`src/sv/rle_tilemap_word_decoder_top_assert.svh`:
```
// assertion macros for the tile map decoder
`ifndef RLE_TILEMAP_WORD_DECODER_TOP_ASSERT_SVH
`define RLE_TILEMAP_WORD_DECODER_TOP_ASSERT_SVH

`ifndef ASSERT_OFF
// property must hold at every clock edge out of reset
`define RLETM_ASSERT(lbl, clk, rstn, prop, msg) \
    lbl: assert property (@(posedge clk) disable iff (!rstn) (prop)) else $error(msg);
// expression must never be true out of reset
`define RLETM_NEVER(lbl, clk, rstn, expr, msg) \
    lbl: assert property (@(posedge clk) disable iff (!rstn) !(expr)) else $error(msg);
`else
`define RLETM_ASSERT(lbl, clk, rstn, prop, msg)
`define RLETM_NEVER(lbl, clk, rstn, expr, msg)
`endif

`endif

```
`src/sv/rletm_pkg.sv`:
```
package rletm_pkg;

    // decode phase, one-hot
    typedef enum logic [5:0] {
        PH_ROWS = 6'b000001,
        PH_DESC = 6'b000010,
        PH_PAD  = 6'b000100,
        PH_HI   = 6'b001000,
        PH_LO   = 6'b010000,
        PH_CLO  = 6'b100000
    } phase_t;

    typedef enum logic [1:0] {
        MODE_RUN    = 2'd0,
        MODE_STREAM = 2'd1,
        MODE_COMMON = 2'd2
    } mode_t;

    // handshake controller states, one-hot
    typedef enum logic [1:0] {
        ST_WAIT = 2'b01,
        ST_RUN  = 2'b10
    } ctrl_state_t;

    localparam int CFG_INDEX_W = 2;
    localparam logic [CFG_INDEX_W-1:0] CFG_ROW_GAP   = 2'd0;
    localparam logic [CFG_INDEX_W-1:0] CFG_START_ODD = 2'd1;

    localparam logic [7:0] LEN_MASK    = 8'b0011_1111;
    localparam logic [7:0] DESC_STREAM = 8'b1000_0000;
    localparam logic [7:0] DESC_COMMON = 8'b1100_0000;

    typedef struct packed {
        logic take;      // process the accepted byte
        logic run_step;  // emit the next word of a run
    } ctrl_cmd_t;

    typedef struct packed {
        logic single;    // accepted byte yields exactly one result
        logic run_start; // accepted byte starts a run of words
        logic run_last;  // the next run word is the final one
    } dp_stat_t;

endpackage

```
`src/sv/rletm_ctrl.sv`:
```
module rletm_ctrl (
    input  logic                  aclk,
    input  logic                  aresetn,
    input  logic                  s_valid,
    output logic                  s_ready,
    output logic                  m_valid,
    input  logic                  m_ready,
    input  rletm_pkg::dp_stat_t   stat,
    output rletm_pkg::ctrl_cmd_t  cmd,
    output logic                  run_busy
);

    rletm_pkg::ctrl_state_t state_reg, state_next;
    logic m_valid_reg, m_valid_next;
    logic out_free;

    assign out_free = !m_valid_reg || m_ready;
    assign s_ready  = (state_reg == rletm_pkg::ST_WAIT) && out_free;
    assign m_valid  = m_valid_reg;
    assign run_busy = (state_reg == rletm_pkg::ST_RUN);

    always_comb begin
        state_next   = state_reg;
        m_valid_next = m_valid_reg && !m_ready;
        cmd          = '0;
        case (state_reg)
            rletm_pkg::ST_WAIT: begin
                if (s_valid && s_ready) begin
                    cmd.take = 1'b1;
                    if (stat.single) begin
                        m_valid_next = 1'b1;
                    end else if (stat.run_start) begin
                        state_next = rletm_pkg::ST_RUN;
                    end
                end
            end
            rletm_pkg::ST_RUN: begin
                if (out_free) begin
                    cmd.run_step = 1'b1;
                    m_valid_next = 1'b1;
                    if (stat.run_last) begin
                        state_next = rletm_pkg::ST_WAIT;
                    end
                end
            end
            default: begin
                state_next = rletm_pkg::ST_WAIT;
            end
        endcase
    end

    always_ff @(posedge aclk) begin
        if (!aresetn) begin
            state_reg   <= rletm_pkg::ST_WAIT;
            m_valid_reg <= 1'b0;
        end else begin
            state_reg   <= state_next;
            m_valid_reg <= m_valid_next;
        end
    end

endmodule

```
`src/sv/rletm_dp.sv`:
```
module rletm_dp #(
    parameter int OFFSET_BITS = 16,
    parameter int MAX_RUN     = 34
) (
    input  logic                                  aclk,
    input  logic                                  aresetn,
    input  logic [7:0]                            stream_byte,
    input  logic                                  cfg_we,
    input  logic [rletm_pkg::CFG_INDEX_W-1:0]     cfg_index,
    input  logic [7:0]                            cfg_data,
    input  rletm_pkg::ctrl_cmd_t                  cmd,
    output rletm_pkg::dp_stat_t                   stat,
    output logic [15:0]                           tile_word,
    output logic [15:0]                           dest_offset,
    output logic                                  word_valid,
    output logic                                  map_done,
    output logic                                  last_of_run
);

    logic [7:0]             gap_reg;
    logic                   start_odd_reg;
    rletm_pkg::phase_t      phase_reg, phase_next;
    rletm_pkg::mode_t       mode_reg, mode_next;
    logic [7:0]             rows_reg, rows_next;
    logic [5:0]             words_reg, words_next;
    logic [15:0]            partial_reg, partial_next;
    logic                   pos_odd_reg, pos_odd_next;
    logic [OFFSET_BITS-1:0] off_reg, off_next;

    logic [15:0]            out_word_reg;
    logic [15:0]            out_off_reg;
    logic                   out_wvalid_reg, out_done_reg, out_last_reg;

    // result built from the accepted byte
    logic [15:0]            res_word;
    logic [OFFSET_BITS-1:0] res_off;
    logic                   res_wvalid, res_done;

    logic [5:0]             len_raw, len_sat, words_dec;
    logic [7:0]             rows_dec;
    logic [15:0]            low_word;
    logic                   pos_t;
    logic [OFFSET_BITS-1:0] off_gap;
    logic [OFFSET_BITS+15:0] res_off_ext, off_ext;

    assign len_raw   = stream_byte[5:0] & rletm_pkg::LEN_MASK[5:0];
    assign len_sat   = (len_raw > 6'(MAX_RUN)) ? 6'(MAX_RUN) : len_raw;
    assign words_dec = (words_reg == 6'd0) ? 6'd0 : words_reg - 6'd1;
    assign rows_dec  = rows_reg - 8'd1;
    assign low_word  = {partial_reg[15:8], stream_byte};
    assign pos_t     = ~pos_odd_reg;
    assign off_gap   = off_reg + OFFSET_BITS'(gap_reg);

    always_comb begin
        phase_next     = phase_reg;
        mode_next      = mode_reg;
        rows_next      = rows_reg;
        words_next     = words_reg;
        partial_next   = partial_reg;
        pos_odd_next   = pos_odd_reg;
        off_next       = off_reg;
        res_word       = 16'd0;
        res_off        = off_reg;
        res_wvalid     = 1'b0;
        res_done       = 1'b0;
        stat.single    = 1'b0;
        stat.run_start = 1'b0;
        stat.run_last  = (words_reg == 6'd1);

        if (cmd.take) begin
            pos_odd_next = pos_t;
            case (phase_reg)
                rletm_pkg::PH_DESC: begin
                    words_next = len_sat;
                    if (stream_byte == 8'd0) begin
                        off_next  = off_gap;
                        rows_next = rows_dec;
                        if (rows_dec == 8'd0) begin
                            stat.single  = 1'b1;
                            res_done     = 1'b1;
                            res_off      = off_gap;
                            phase_next   = rletm_pkg::PH_ROWS;
                            pos_odd_next = start_odd_reg;
                        end
                    end else if (stream_byte < rletm_pkg::DESC_STREAM) begin
                        mode_next  = rletm_pkg::MODE_RUN;
                        phase_next = pos_t ? rletm_pkg::PH_PAD : rletm_pkg::PH_HI;
                    end else if (stream_byte < rletm_pkg::DESC_COMMON) begin
                        mode_next = rletm_pkg::MODE_STREAM;
                        if (pos_t) begin
                            phase_next = rletm_pkg::PH_PAD;
                        end else begin
                            phase_next = (len_sat == 6'd0) ? rletm_pkg::PH_DESC
                                                           : rletm_pkg::PH_HI;
                        end
                    end else begin
                        mode_next  = rletm_pkg::MODE_COMMON;
                        phase_next = rletm_pkg::PH_HI;
                    end
                end
                rletm_pkg::PH_PAD: begin
                    if (mode_reg == rletm_pkg::MODE_STREAM && words_reg == 6'd0) begin
                        phase_next = rletm_pkg::PH_DESC;
                    end else begin
                        phase_next = rletm_pkg::PH_HI;
                    end
                end
                rletm_pkg::PH_HI: begin
                    partial_next = {stream_byte, 8'd0};
                    if (mode_reg == rletm_pkg::MODE_COMMON) begin
                        phase_next = (words_reg == 6'd0) ? rletm_pkg::PH_DESC
                                                         : rletm_pkg::PH_CLO;
                    end else begin
                        phase_next = rletm_pkg::PH_LO;
                    end
                end
                rletm_pkg::PH_LO, rletm_pkg::PH_CLO: begin
                    if (phase_reg == rletm_pkg::PH_LO && mode_reg == rletm_pkg::MODE_RUN) begin
                        // words of a run are emitted by later run steps
                        partial_next   = low_word;
                        stat.run_start = (words_reg != 6'd0);
                        phase_next     = rletm_pkg::PH_DESC;
                    end else begin
                        if (words_reg != 6'd0) begin
                            stat.single = 1'b1;
                            res_word    = low_word;
                            res_wvalid  = 1'b1;
                            off_next    = off_reg + OFFSET_BITS'(2);
                        end
                        words_next = words_dec;
                        if (words_dec == 6'd0) begin
                            phase_next = rletm_pkg::PH_DESC;
                        end else begin
                            phase_next = phase_reg;
                        end
                        if (phase_reg == rletm_pkg::PH_LO && words_dec != 6'd0) begin
                            phase_next = rletm_pkg::PH_HI;
                        end
                    end
                end
                default: begin
                    // row count byte opens a new map
                    off_next  = '0;
                    rows_next = stream_byte;
                    res_off   = '0;
                    if (stream_byte == 8'd0) begin
                        stat.single  = 1'b1;
                        res_done     = 1'b1;
                        phase_next   = rletm_pkg::PH_ROWS;
                        pos_odd_next = start_odd_reg;
                    end else begin
                        phase_next = rletm_pkg::PH_DESC;
                    end
                end
            endcase
        end else if (cmd.run_step) begin
            words_next = words_dec;
            off_next   = off_reg + OFFSET_BITS'(2);
        end

        if (cfg_we && cfg_index == rletm_pkg::CFG_START_ODD
            && phase_reg == rletm_pkg::PH_ROWS) begin
            pos_odd_next = cfg_data[0];
        end
    end

    assign res_off_ext = {16'd0, res_off};
    assign off_ext     = {16'd0, off_reg};

    always_ff @(posedge aclk) begin
        if (!aresetn) begin
            gap_reg       <= 8'd0;
            start_odd_reg <= 1'b0;
            phase_reg     <= rletm_pkg::PH_ROWS;
            mode_reg      <= rletm_pkg::MODE_RUN;
            rows_reg      <= 8'd0;
            words_reg     <= 6'd0;
            partial_reg   <= 16'd0;
            pos_odd_reg   <= 1'b0;
            off_reg       <= '0;
        end else begin
            if (cfg_we && cfg_index == rletm_pkg::CFG_ROW_GAP) begin
                gap_reg <= cfg_data;
            end
            if (cfg_we && cfg_index == rletm_pkg::CFG_START_ODD) begin
                start_odd_reg <= cfg_data[0];
            end
            phase_reg   <= phase_next;
            mode_reg    <= mode_next;
            rows_reg    <= rows_next;
            words_reg   <= words_next;
            partial_reg <= partial_next;
            pos_odd_reg <= pos_odd_next;
            off_reg     <= off_next;
        end
    end

    // output payload, loaded with each result
    always_ff @(posedge aclk) begin
        if (cmd.take && stat.single) begin
            out_word_reg   <= res_word;
            out_off_reg    <= res_off_ext[15:0];
            out_wvalid_reg <= res_wvalid;
            out_done_reg   <= res_done;
            out_last_reg   <= 1'b1;
        end else if (cmd.run_step) begin
            out_word_reg   <= partial_reg;
            out_off_reg    <= off_ext[15:0];
            out_wvalid_reg <= 1'b1;
            out_done_reg   <= 1'b0;
            out_last_reg   <= (words_reg == 6'd1);
        end
    end

    assign tile_word   = out_word_reg;
    assign dest_offset = out_off_reg;
    assign word_valid  = out_wvalid_reg;
    assign map_done    = out_done_reg;
    assign last_of_run = out_last_reg;

endmodule

```
`src/sv/rle_tilemap_word_decoder_top.sv`:
```
// a byte's result item is registered as it is accepted; run words come from the run state
// throughput: one input byte per cycle while the output side keeps up and no run is busy
// the low byte of a run holds off input until all n words of the run are emitted,
// as the run engine emits one word per cycle with a free output slot
// reset: aresetn synchronous active low, clears decoder state, config registers and valid
`include "rle_tilemap_word_decoder_top_assert.svh"

module rle_tilemap_word_decoder_top #(
    parameter int OFFSET_BITS = 16,
    parameter int MAX_RUN     = 34
) (
    input  logic                              aclk,
    input  logic                              aresetn,
    // compressed byte stream in
    input  logic                              s_valid,
    output logic                              s_ready,
    input  logic [7:0]                        s_stream_byte,
    // decoded words out
    output logic                              m_valid,
    input  logic                              m_ready,
    output logic [15:0]                       m_tile_word,
    output logic [15:0]                       m_dest_offset,
    output logic                              m_word_valid,
    output logic                              m_map_done,
    output logic                              m_last_of_run,
    // register writes
    input  logic                              cfg_valid,
    output logic                              cfg_ready,
    input  logic [rletm_pkg::CFG_INDEX_W-1:0] cfg_index,
    input  logic [7:0]                        cfg_data
);

    rletm_pkg::ctrl_cmd_t cmd;
    rletm_pkg::dp_stat_t  stat;
    logic                 run_busy;
    logic                 cfg_we;

    // register writes are always taken; only legal while idle
    assign cfg_ready = 1'b1;
    assign cfg_we    = cfg_valid && cfg_ready;

    // handshake controller: byte accept and run word sequencing
    rletm_ctrl u_ctrl (
        .aclk     (aclk),
        .aresetn  (aresetn),
        .s_valid  (s_valid),
        .s_ready  (s_ready),
        .m_valid  (m_valid),
        .m_ready  (m_ready),
        .stat     (stat),
        .cmd      (cmd),
        .run_busy (run_busy)
    );

    // decode state, offsets, config registers and the output register
    rletm_dp #(
        .OFFSET_BITS (OFFSET_BITS),
        .MAX_RUN     (MAX_RUN)
    ) u_dp (
        .aclk        (aclk),
        .aresetn     (aresetn),
        .stream_byte (s_stream_byte),
        .cfg_we      (cfg_we),
        .cfg_index   (cfg_index),
        .cfg_data    (cfg_data),
        .cmd         (cmd),
        .stat        (stat),
        .tile_word   (m_tile_word),
        .dest_offset (m_dest_offset),
        .word_valid  (m_word_valid),
        .map_done    (m_map_done),
        .last_of_run (m_last_of_run)
    );

    // no byte taken while a run is being emitted
    `RLETM_NEVER(a_no_accept_in_run, aclk, aresetn, s_valid && s_ready && run_busy, "byte accepted during run")
    // a done marker carries no word and closes its byte
    `RLETM_ASSERT(a_done_shape, aclk, aresetn, m_valid && m_map_done |-> !m_word_valid && m_last_of_run, "bad done item")
    // run start puts the controller into the run state next cycle
    `RLETM_ASSERT(a_run_follows, aclk, aresetn, cmd.take && stat.run_start |=> run_busy, "run not started")
    // a run step always loads a word item
    `RLETM_ASSERT(a_run_word, aclk, aresetn, cmd.run_step |=> m_valid && m_word_valid, "run word missing")

endmodule
```
`config.mk`:
```
export PLATFORM = sky130hd
export DESIGN_NAME = rle_tilemap_word_decoder_top
export DESIGN_NICKNAME = d
export VERILOG_FILES = /design/src/sv/rletm_pkg.sv /design/src/sv/rletm_ctrl.sv /design/src/sv/rletm_dp.sv /design/src/sv/rle_tilemap_word_decoder_top.sv
export VERILOG_INCLUDE_DIRS = /design/src /design/src/sv
export SDC_FILE = /design/constraint.sdc
export NUM_CORES = 1
export LEC_CHECK = 0
export BUFFER_PORTS_ARGS = -buffer_cell sky130_fd_sc_hd__buf_2
export CAP_MARGIN = 20
export CORE_MARGIN = 2
export CORE_UTILIZATION = 25
export CTS_CLUSTER_SIZE = 28
export DETAILED_ROUTE_END_ITERATION = 7
export HOLD_SLACK_MARGIN = 0.1
export SYNTH_ARGS = -nofsm -noshare
export SYNTH_HDL_FRONTEND = slang
export SYNTH_SLANG_ARGS = --single-unit
```
`constraint.sdc`:
```
create_clock -name aclk -period 5.25 [get_ports aclk]
set_clock_uncertainty 0.15 [all_clocks]
set_input_delay 0.2625 -clock aclk [delete_from_list [all_inputs] [get_ports aclk]]
set_output_delay 0.2625 -clock aclk [all_outputs]
set_load 0.02 [all_outputs]
```
# --- Word-level counts from Yosys, hierarchy flattened ---
# Cells that the tools add are included.
classes:
  addsub: 4
  magnitude_cmp: 3
  n_eq_ne: 26
  muxes: 82
  bitwise_logic: 4
  n_reduce_logical: 37
op_table:
  columns: ["operator", "count"]
  rows:
  - ["2-to-1 mux 16 bit", 16]
  - ["2-to-1 mux 6 bit", 15]
  - ["case mux 16 bit (2 select lines)", 2]
  - ["case mux 16 bit (3 select lines)", 1]
  - ["2-to-1 mux 1 bit", 26]
  - ["case mux 6 bit (4 select lines)", 1]
  - ["zero test 6 bit", 3]
  - ["2-to-1 mux 2 bit", 9]
  - ["AND reduction 3 bit", 6]
  - ["adder 16 x 2 -> 16 bit, second input constant", 1]
  - ["adder 16 x 8 -> 16 bit", 1]
  - ["zero test 8 bit", 2]
  - ["less-than comparator 8 bit, second input constant", 2]
  - ["2-to-1 mux 8 bit", 2]
  - ["case mux 8 bit (2 select lines)", 1]
  - ["inequality test 3 bit, second input constant", 5]
  - ["equality test 6 x 1 -> 1 bit, second input constant", 2]
  - ["2-to-1 mux 4 bit", 3]
  - ["case mux 6 bit (2 select lines)", 1]
  - ["nonzero test 6 bit", 2]
  - ["logical AND 1 bit", 10]
  - ["inequality test 2 bit, second input constant", 5]
  - ["AND reduction 5 bit", 2]
  - ["nonzero test 2 bit", 4]
  - ["21 further kinds", 34]
totals:
  reg_bits: 102
  elab_cells: 173

# --- Depth between registers and ports, before layout ---
# Gate-level depths: netlist (run 1).
depth:
  ltp_word: 11
  mapped_depth: 9

# --- Cells and area by module ---
# Synthesis (run 1) repeated with hierarchy kept, for this count alone.
unflattened:
  cells_unflattened: 652
  hier_area_um2: 5785.5
modules_own_cells:
  columns: ["module", "n_inst", "cells_each", "area_per_inst_um2", "seq_area_each_um2"]
  rows:
  - ["rletm_dp", 1, 626, 5567.8, 2322.2]
  - ["rletm_ctrl", 1, 24, 206.4, 60.1]
  - ["rle_tilemap_word_decoder_top", 1, 2, 11.3, 0.0]

# --- Worst setup path after synthesis (run 1) ---
# OpenSTA, ideal clock, no wires.
synth_path:
  kind: "register to register"
  startpoint: "register u_dp.rows_reg[0]"
  endpoint: "register u_dp.out_off_reg[0], in the netlist u_dp.dest_offset[0] (enable)"
  setup_time_ns: 0.396
  t_arrival_ns: 2.835
  slack_ns: 1.869
  path_stages_with_launch: 8
  n_path_buf: 0
  cell_sequence: "dfxtp_1 -> ha_1 -> or3b_2 -> nor4_1 -> o2111ai_1 -> o22a_2 -> a21oi_2 -> nand2b_1"
synth_between:
  elab_chain_len: 8
synth_lines:
  columns: ["element", "line_no", "text"]
  rows:
  - ["start, declared", "rletm_dp.sv:24", "logic [7:0] rows_reg, rows_next;"]
  - ["start signal, assigned", "rletm_dp.sv:190", "rows_reg <= rows_next;"]
  - ["subtractor 8 x 1 -> 8 bit", "rletm_dp.sv:49", "assign rows_dec = rows_reg - 8'd1;"]
  - ["zero test 8 bit", "rletm_dp.sv:78", "if (rows_dec == 8'd0) begin"]
  - ["2-to-1 mux 1 bit", "rletm_dp.sv:78", null]
  - ["2-to-1 mux 1 bit", "rletm_dp.sv:75", "if (stream_byte == 8'd0) begin"]
  - ["case mux 1 bit (3 select lines)", "rletm_dp.sv:72", "case (phase_reg)"]
  - ["2-to-1 mux 2 bit", "rletm_dp.sv:70", "if (cmd.take) begin"]
  - ["logical AND 1 bit", "rletm_dp.sv:200", "if (cmd.take && stat.single) begin"]
  - ["nonzero test 2 bit (no line)", null, null]
  - ["end signal, assigned", "rletm_dp.sv:202", "out_off_reg <= res_off_ext[15:0];"]
  - ["end signal, assigned", "rletm_dp.sv:208", "out_off_reg <= off_ext[15:0];"]
  - ["end, declared", "rletm_dp.sv:31", "logic [15:0] out_off_reg;"]
# Every way passes these cells.
# A chain may end at the register's enable or synchronous reset.

# --- Worst setup path in the final report (run 1) ---
layout_path:
  startpoint: "register u_dp.rows_reg[0]"
  endpoint: "register u_dp.out_off_reg[3], in the netlist u_dp.dest_offset[3] (enable)"
# Same word-level chain as after synthesis.

==> metrics.txt, run 1 <==
Via density=~5.1; Port Buf Inserts=59; initial antenna violation count=0; DR iter-0 viols=467; Worst Path Buf+Inv=0; setup tns final=0 ns; number of synthesized flops with an enable pin=34; total power=about 1.7 mW; Rel. slew slack=0.310; DP HPWL=around 13,000 um; grt total ovfl=0; sequential area share after synthesis=0.396; total number of vias=roughly 5,500; Pwr per Cell Area=approximately 240 nW/um2; CP cell instances=ha_1 > or3b_2 > nor4_1 > o2111ai_1 > o22a_2 > a21oi_2 > nand2b_2; Max Fanout on Critical Path=34; Sw Share=0.273; Resized Gates After CTS=0; final core occ=0.297; final hold violations=0; Synth area leaders=dfxtp_1 23%, edfxtp_1 17%, a21oi_1 5.1%; Cells after Synth=between 600 and 700; commonest cells in the netlist=68 x dfxtp_1, 61 x a21oi_1, 58 x nor2_1; worst-case clock buffer depth=2; net switching power=between 400 and 500 uW; crit path DAT=3.31 ns; final hold slack=about 0.16 ns; leakage=roughly 2.5 nW; Die Y=approximately 160 um; CTS tree=built; cell area after layout=6990 um2; pins over their slew limit=0; final net count=about 800; final worst path period need=~3.5 ns; Root Buffer Master=clkbuf_16; Clock Sinks=between 100 and 150; share of cells above drive strength 1=0.143; largest area contributor in the netlist=dfxtp_1; internal power=approximately 1.2 mW; Num CTS Buffers=9; total die area=25,300 um2; DR DRC count=0; Unique masters post-synth=84; starting density of the core=0.256; Area growth syn-to-layout=16.2%; Synth Cell Area=around 6000 um2; Tcrit/Tclk final=0.663; DR pass1 iterations=5; I/O pin count=61; CORE AREA=23,500 um2; outcome=completed; clock-pin slew on the worst setup and hold paths=around 0.08 ns; final wirelength=17,600 um; max incr delay on CP=~0.76 ns; insertion delay to the later sink of the worst-skew pair=approximately 0.36 ns; largest net degree at the start of global routing=between 50 and 60; dpl ws=about 1.7 ns; ant diodes=0; syn_area_per_cell=8.66 um2; global-route wire length before repair=about 28,000 um; Max VDD drop=between 150 and 200 uV; fmax=~0.29 GHz; placed cell area=~6600 um2; gpl congestion=about 0.89; crit path max-delay cell type=nand2b_2; share of power burned in registers=0.501; CP endpoint kind=flip-flop; ys flop type=dfxtp_1; H-tree lvl count=3; logic gate share of total power=0.110; Non-Filler Instances=1,069; WL per Instance=16.5 um; worst hold path class=primary input to flip-flop; vias in the first global route=a little over 5,000; yosys warns=0; Seq cells post-synth=approximately 100; RSZ-0062 raised after global routing=false; Final setup viols=0; max cap viols=0; row count=56; Cells after DPL=1,038; type of the worst setup path=flip-flop to flip-flop; Clock Power Share=0.388; GRT Total Usage=0.138; PnR worst setup slack=between 1.5 and 2 ns; DRT antenna net count=0; Setup crit start kind=flip-flop; Die X=between 150 and 200 um; measured slew at the worst slew-check pin=1.03 ns; Worst Path Required=just over 5 ns; fraction of registers with async set/reset=0; cell family with most CP delay=simple AND/OR/NAND/NOR gates; Yosys top cell area share=0.226; most common cell in the netlist=dfxtp_1; Syn Nets=roughly 730
## cell families (layout without fill, tap and decap cells)
logic type                 count (synthesis)  count (layout)  share of synthesized area
AOI/OAI and AO/OA                        205             205                      0.226
xor gates and xnor gates                  15              15                     0.0218
adders and majority gates                 16              16                     0.0345
buffers and inverters                     68             123                     0.0526
DFF                                      102             102                      0.396
muxes                                     19              19                     0.0318
other                                      1               1                   0.000623
and+or+nand+nor                          269             269                      0.237
## routing by layer
metal / global-route usage / wire length (um) / vias up
met5: 0 / 0 / -
met4: 0.0508 / 323 / 0
met2: 0.217 / 7950 / 186
li1: - / - / 2689
met1: 0.194 / 8170 / 2594
met3: 0.0190 / 1180 / 22
## worst paths after layout
kind,to,cells past startpoint,slack (ns),start
setup / recovery,u_dp.dest_offset[3]$_DFFE_PP_,7,1.77,u_dp.rows_reg[0]$_SDFFE_PN0P_
hold / removal,u_dp.partial_reg[7]$_SDFFE_PN0P_,3,0.16,s_stream_byte[7]
setup reg to reg,u_dp.dest_offset[3]$_DFFE_PP_,7,1.77,u_dp.rows_reg[0]$_SDFFE_PN0P_
hold reg to reg,u_dp.partial_reg[5]$_SDFFE_PN0P_,2,0.30,u_dp.partial_reg[5]$_SDFFE_PN0P_
## cell usage in the layout, fill, tap and decap left out, drive strengths merged, types with 15 or more instances in the layout
cell type | synthesis | routed
ha | 15 | 15
nand3 | 38 | 38
mux2i | 18 | 18
nor3 | 24 | 24
buf | 11 | 66
nor2 | 59 | 59
nand2 | 53 | 53
dlygate4sd3 | 0 | 15
o21ai | 44 | 44
dfxtp | 68 | 68
inv | 26 | 30
and2 | 15 | 15
a21oi | 63 | 63
edfxtp | 34 | 34
## worst reg2reg max path, delay by kind of cell (launching register included)
family                   cells  cell delay (ns)
AO/OA/AOI/OAI                3             0.70
adder cells (fa/ha/maj)      1             0.19
flip-flops                   1             0.47
AND/OR/NAND/NOR              3             1.58
## power groups by stage
stage                     clock network (mW)  registers (mW)  logic [mW]
after floorplan                            0           0.853       0.129
after global placement                     0           0.860       0.174
after detailed placement                   0           0.861       0.175
after CTS                              0.666           0.842       0.185
after global routing                   0.696           0.845       0.204
final                                  0.653           0.842       0.186
## area by class of cell
| type | instances | area, um2 |
|---|---|---|
| clock buffers | 10 | 229 |
| clock inverters | 6 | 51.3 |
| repair buffers | 81 | 498 |
| inverters | 26 | 97.6 |
| well taps | 319 | 399 |
| multi-input cells | 525 | 3330 |
| flip-flops and latches | 102 | 2380 |
| fillers | 2544 | 16600 |
## repair_timing
item / CTS / global route
endpoints found under the hold margin: 17 / 0
buffers inserted: 0 / 0
hold buffers: 15 / 0
(Power assumes the default switching activity.)
==> run 2, diff against run 1 <==
--- a/config.mk
+++ b/config.mk
@@ -6,6 +6,7 @@
 export SDC_FILE = /design/constraint.sdc
 export NUM_CORES = 1
 export LEC_CHECK = 0
+export ABC_AREA = 1
 export BUFFER_PORTS_ARGS = -buffer_cell sky130_fd_sc_hd__buf_2
 export CAP_MARGIN = 20
 export CORE_MARGIN = 2
==> constraint.sdc (replaced) <==
create_clock -name aclk -period 3 [get_ports aclk]
set_clock_uncertainty 0.15 [all_clocks]
set_input_delay 0.15 -clock aclk [delete_from_list [all_inputs] [get_ports aclk]]
set_output_delay 0.15 -clock aclk [all_outputs]
set_load 0.02 [all_outputs]
==> run 2 against run 1 <==
Worst hold slack improved by 0.010 ns; flip-flop and latch count did not move; routed wire length fell by 7.0%; critical path type unchanged.
==> metrics.txt, run 2 <==
worst hold path class=primary input to flip-flop; DR pass1 iterations=5; Synth Cell Area=6180 um2; outcome=completed; Num CTS Buffers=9; Port Buf Inserts=a little under 60; Final setup viols=0; Unique masters post-synth=45; H-tree lvl count=3; Root Buffer Master=clkbuf_16; final worst path period need=about 2.5 ns; final wirelength=16,400 um; DR DRC count=0; worst-case clock buffer depth=2; Clock Sinks=roughly 100; grt total ovfl=0; cell area after layout=approximately 7300 um2; yosys warns=0; WL per Instance=between 10 and 15 um; Sw Share=0.434; reg2reg end=u_dp.dest_offset[4]$_DFFE_PP_; leakage=~3.1 nW; ys flop type=dfxtp_1; total number of vias=roughly 5,800; insertion delay to the later sink of the worst-skew pair=0.36 ns; Via density=~4.5; pins over their slew limit=0; CP cell instances=inv_1 > ha_1 > inv_1 > nand2_1 > nand2_1 > nor2_1 > nand3_1 > nor2_1 > nand3_1 > nand3_2 > nand2_4 > nand2_2 > buf_4; Seq cells post-synth=approximately 100; DP HPWL=about 12,000 um; setup tns final=0 ns; Max Fanout on Critical Path=21; met2 WL post-DR=a little over 7000 um; max incr delay on CP=0.33 ns; number of synthesized flops with an enable pin=34; total die area=roughly 26,000 um2; GRT Total Usage=0.131; share of power burned in registers=0.369; Cells after Synth=~880; gpl congestion=0.872; I/O pin count=~60; Tcrit/Tclk final=0.844; Worst Path Buf+Inv=3; largest area contributor in the netlist=dfxtp_1; largest net degree at the start of global routing=44; syn_area_per_cell=roughly 7 um2; most common cell in the netlist=nand2_1; setup bufs post-CTS=0; Pwr per Cell Area=about 740 nW/um2; Levels on crit path=13; Die Y=161 um; R2R setup slack=0.47 ns; clock-pin slew on the worst setup and hold paths=approximately 0.080 ns; fraction of registers with async set/reset=0; Die X=between 150 and 200 um; Cells after DPL=1,248; measured slew at the worst slew-check pin=0.876 ns; worst r2r path cells=13; worst hold path cell count=5; crit path max-delay cell type=dfxtp_1; Rel. slew slack=0.415; placed cell area=6780 um2; row count=57; initial antenna violation count=0; dpl ws=0.490 ns; cell family with most CP delay=simple AND/OR/NAND/NOR gates; CTS tree=built; logic gate share of total power=0.410; fmax=around 0.39 GHz; max cap viols=0; Yosys top cell area share=0.220; WL met3=851 um; share of cells above drive strength 1=0.131; commonest cells in the netlist=235 x nand2_1, 106 x nor2_1, 105 x inv_1; sequential area share after synthesis=0.386; final net count=between 900 and 1,000; Max VDD drop=about 430 uV; internal power=around 3.0 mW; most frequent cells in the layout=234 x nand2_1, 106 x nor2_1, 105 x inv_1, 68 x dfxtp_1, 66 x o21ai_0; CP endpoint kind=flip-flop; DR iter-0 viols=~420; net switching power=~2.3 mW; final hold violations=0; Hold Path End=u_dp.pos_odd_reg$_SDFFE_PN0P_; Worst Path Required=2.90 ns; starting density of the core=0.254; CORE AREA=24,300 um2; hold path startpoint=s_valid; Setup crit start kind=flip-flop; Non-Filler Instances=1,284; RSZ-0062 raised after global routing=false; ant diodes=0; global-route wire length before repair=between 20,000 and 30,000 um; worst reg2reg startpoint=u_dp.rows_reg[0]$_SDFFE_PN0P_; vias in the first global route=5,359; # fillers=~2,600; commonest non-fill, non-tap cell in the layout=nand2_1; top routing layer in use=met4; crit path DAT=between 2 and 2.5 ns; PnR worst setup slack=0.467 ns; type of the worst setup path=flip-flop to flip-flop; Synth area leaders=dfxtp_1 22%, edfxtp_1 17%, nand2_1 14%; Area growth syn-to-layout=17.9%; Syn Nets=about 900; wire length on met1=between 7000 and 8000 um; Clock Power Share=0.221; DRT antenna net count=0
## run 2: changes by cell type in the layout (fill, tap and decap cells not counted), sizes merged, moves of 8 or more
cell / before / now
nand2: 53 / 243
or3: 9 / 0
nor4: 9 / 1
o21ai: 44 / 90
nand2b: 14 / 0
inv: 30 / 119
and3: 11 / 0
and2: 15 / 1
mux2i: 18 / 0
nor2: 59 / 116
nand3: 38 / 46
a21oi: 63 / 51
## run 2: worst max-delay path by stage
stage               slack (ns)                        startpoint                       endpoint
floorplan                 0.16  u_ctrl.state_reg[1]$_SDFFE_PN0P_  u_dp.dest_offset[0]$_DFFE_PP_
global placement          0.55  u_ctrl.state_reg[1]$_SDFFE_PN0P_  u_dp.off_reg[13]$_SDFFE_PN0P_
detailed placement        0.49     u_dp.rows_reg[0]$_SDFFE_PN0P_    u_dp.tile_word[2]$_DFFE_PP_
CTS                       0.47     u_dp.rows_reg[0]$_SDFFE_PN0P_    u_dp.tile_word[8]$_DFFE_PP_
global route              0.17     u_dp.rows_reg[0]$_SDFFE_PN0P_  u_dp.dest_offset[5]$_DFFE_PP_
finish                    0.47     u_dp.rows_reg[0]$_SDFFE_PN0P_  u_dp.dest_offset[4]$_DFFE_PP_
## run 2: layout make-up
class | count | area, um2 | area share
well taps | 324 | 405 | 0.0557
flip-flops and latches | 102 | 2380 | 0.327
clock inverters | 7 | 76.3 | 0.0105
repair buffers | 87 | 556 | 0.0763
clock buffers | 9 | 225 | 0.0309
multi-input cells | 639 | 3200 | 0.439
inverters | 116 | 443 | 0.0608
## run 2: layer usage
layer	track usage	up-vias
met4	0.0422	0
li1	-	3012
met5	0	-
met2	0.207	154
met3	0.0280	22
met1	0.180	2596
## run 2: power by group through the flow
stage	combinational (mW)	clock, mW	sequential, mW
finish	2.20	1.19	1.98
global route	2.52	1.28	2.02
CTS	2.21	1.22	1.98
detailed placement	2.18	0	2.01
global placement	2.17	0	2.00
floorplan	1.64	0	2.02
## run 2: stage by stage
step	hold WS, ns	utilization	power, mW
after floorplan	0.135	-	3.66
after global placement	0.224	0.279	4.17
after detailed placement	0.232	0.279	4.19
after CTS	0.152	0.300	5.41
after global routing	0.199	0.300	5.83
final	0.171	0.300	5.37
## run 2: worst register-to-register path, delay by kind of cell, from the launching register on
family        cells  cell delay, ns
fa+ha+maj         1            0.22
buf+inv           3            0.42
flops             1            0.33
simple gates      9            1.12
## run 2: timing repair
item,CTS,global route
gates resized for setup,0,0
hold endpoints to repair,34,0
hold buffers,20,0
endpoints found under the setup margin,0,0
## run 2: logic make-up (layout without fill, tap and decap cells)
family / Yosys count / in the layout / share of synthesized area
xor+xnor: 14 / 14 / 0.0199
compound gates: 167 / 167 / 0.144
fa+ha+maj: 16 / 16 / 0.0336
simple gates: 441 / 441 / 0.319
buf+inv: 143 / 219 / 0.0972
other cells: 1 / 1 / 0.000607
flops: 102 / 102 / 0.386
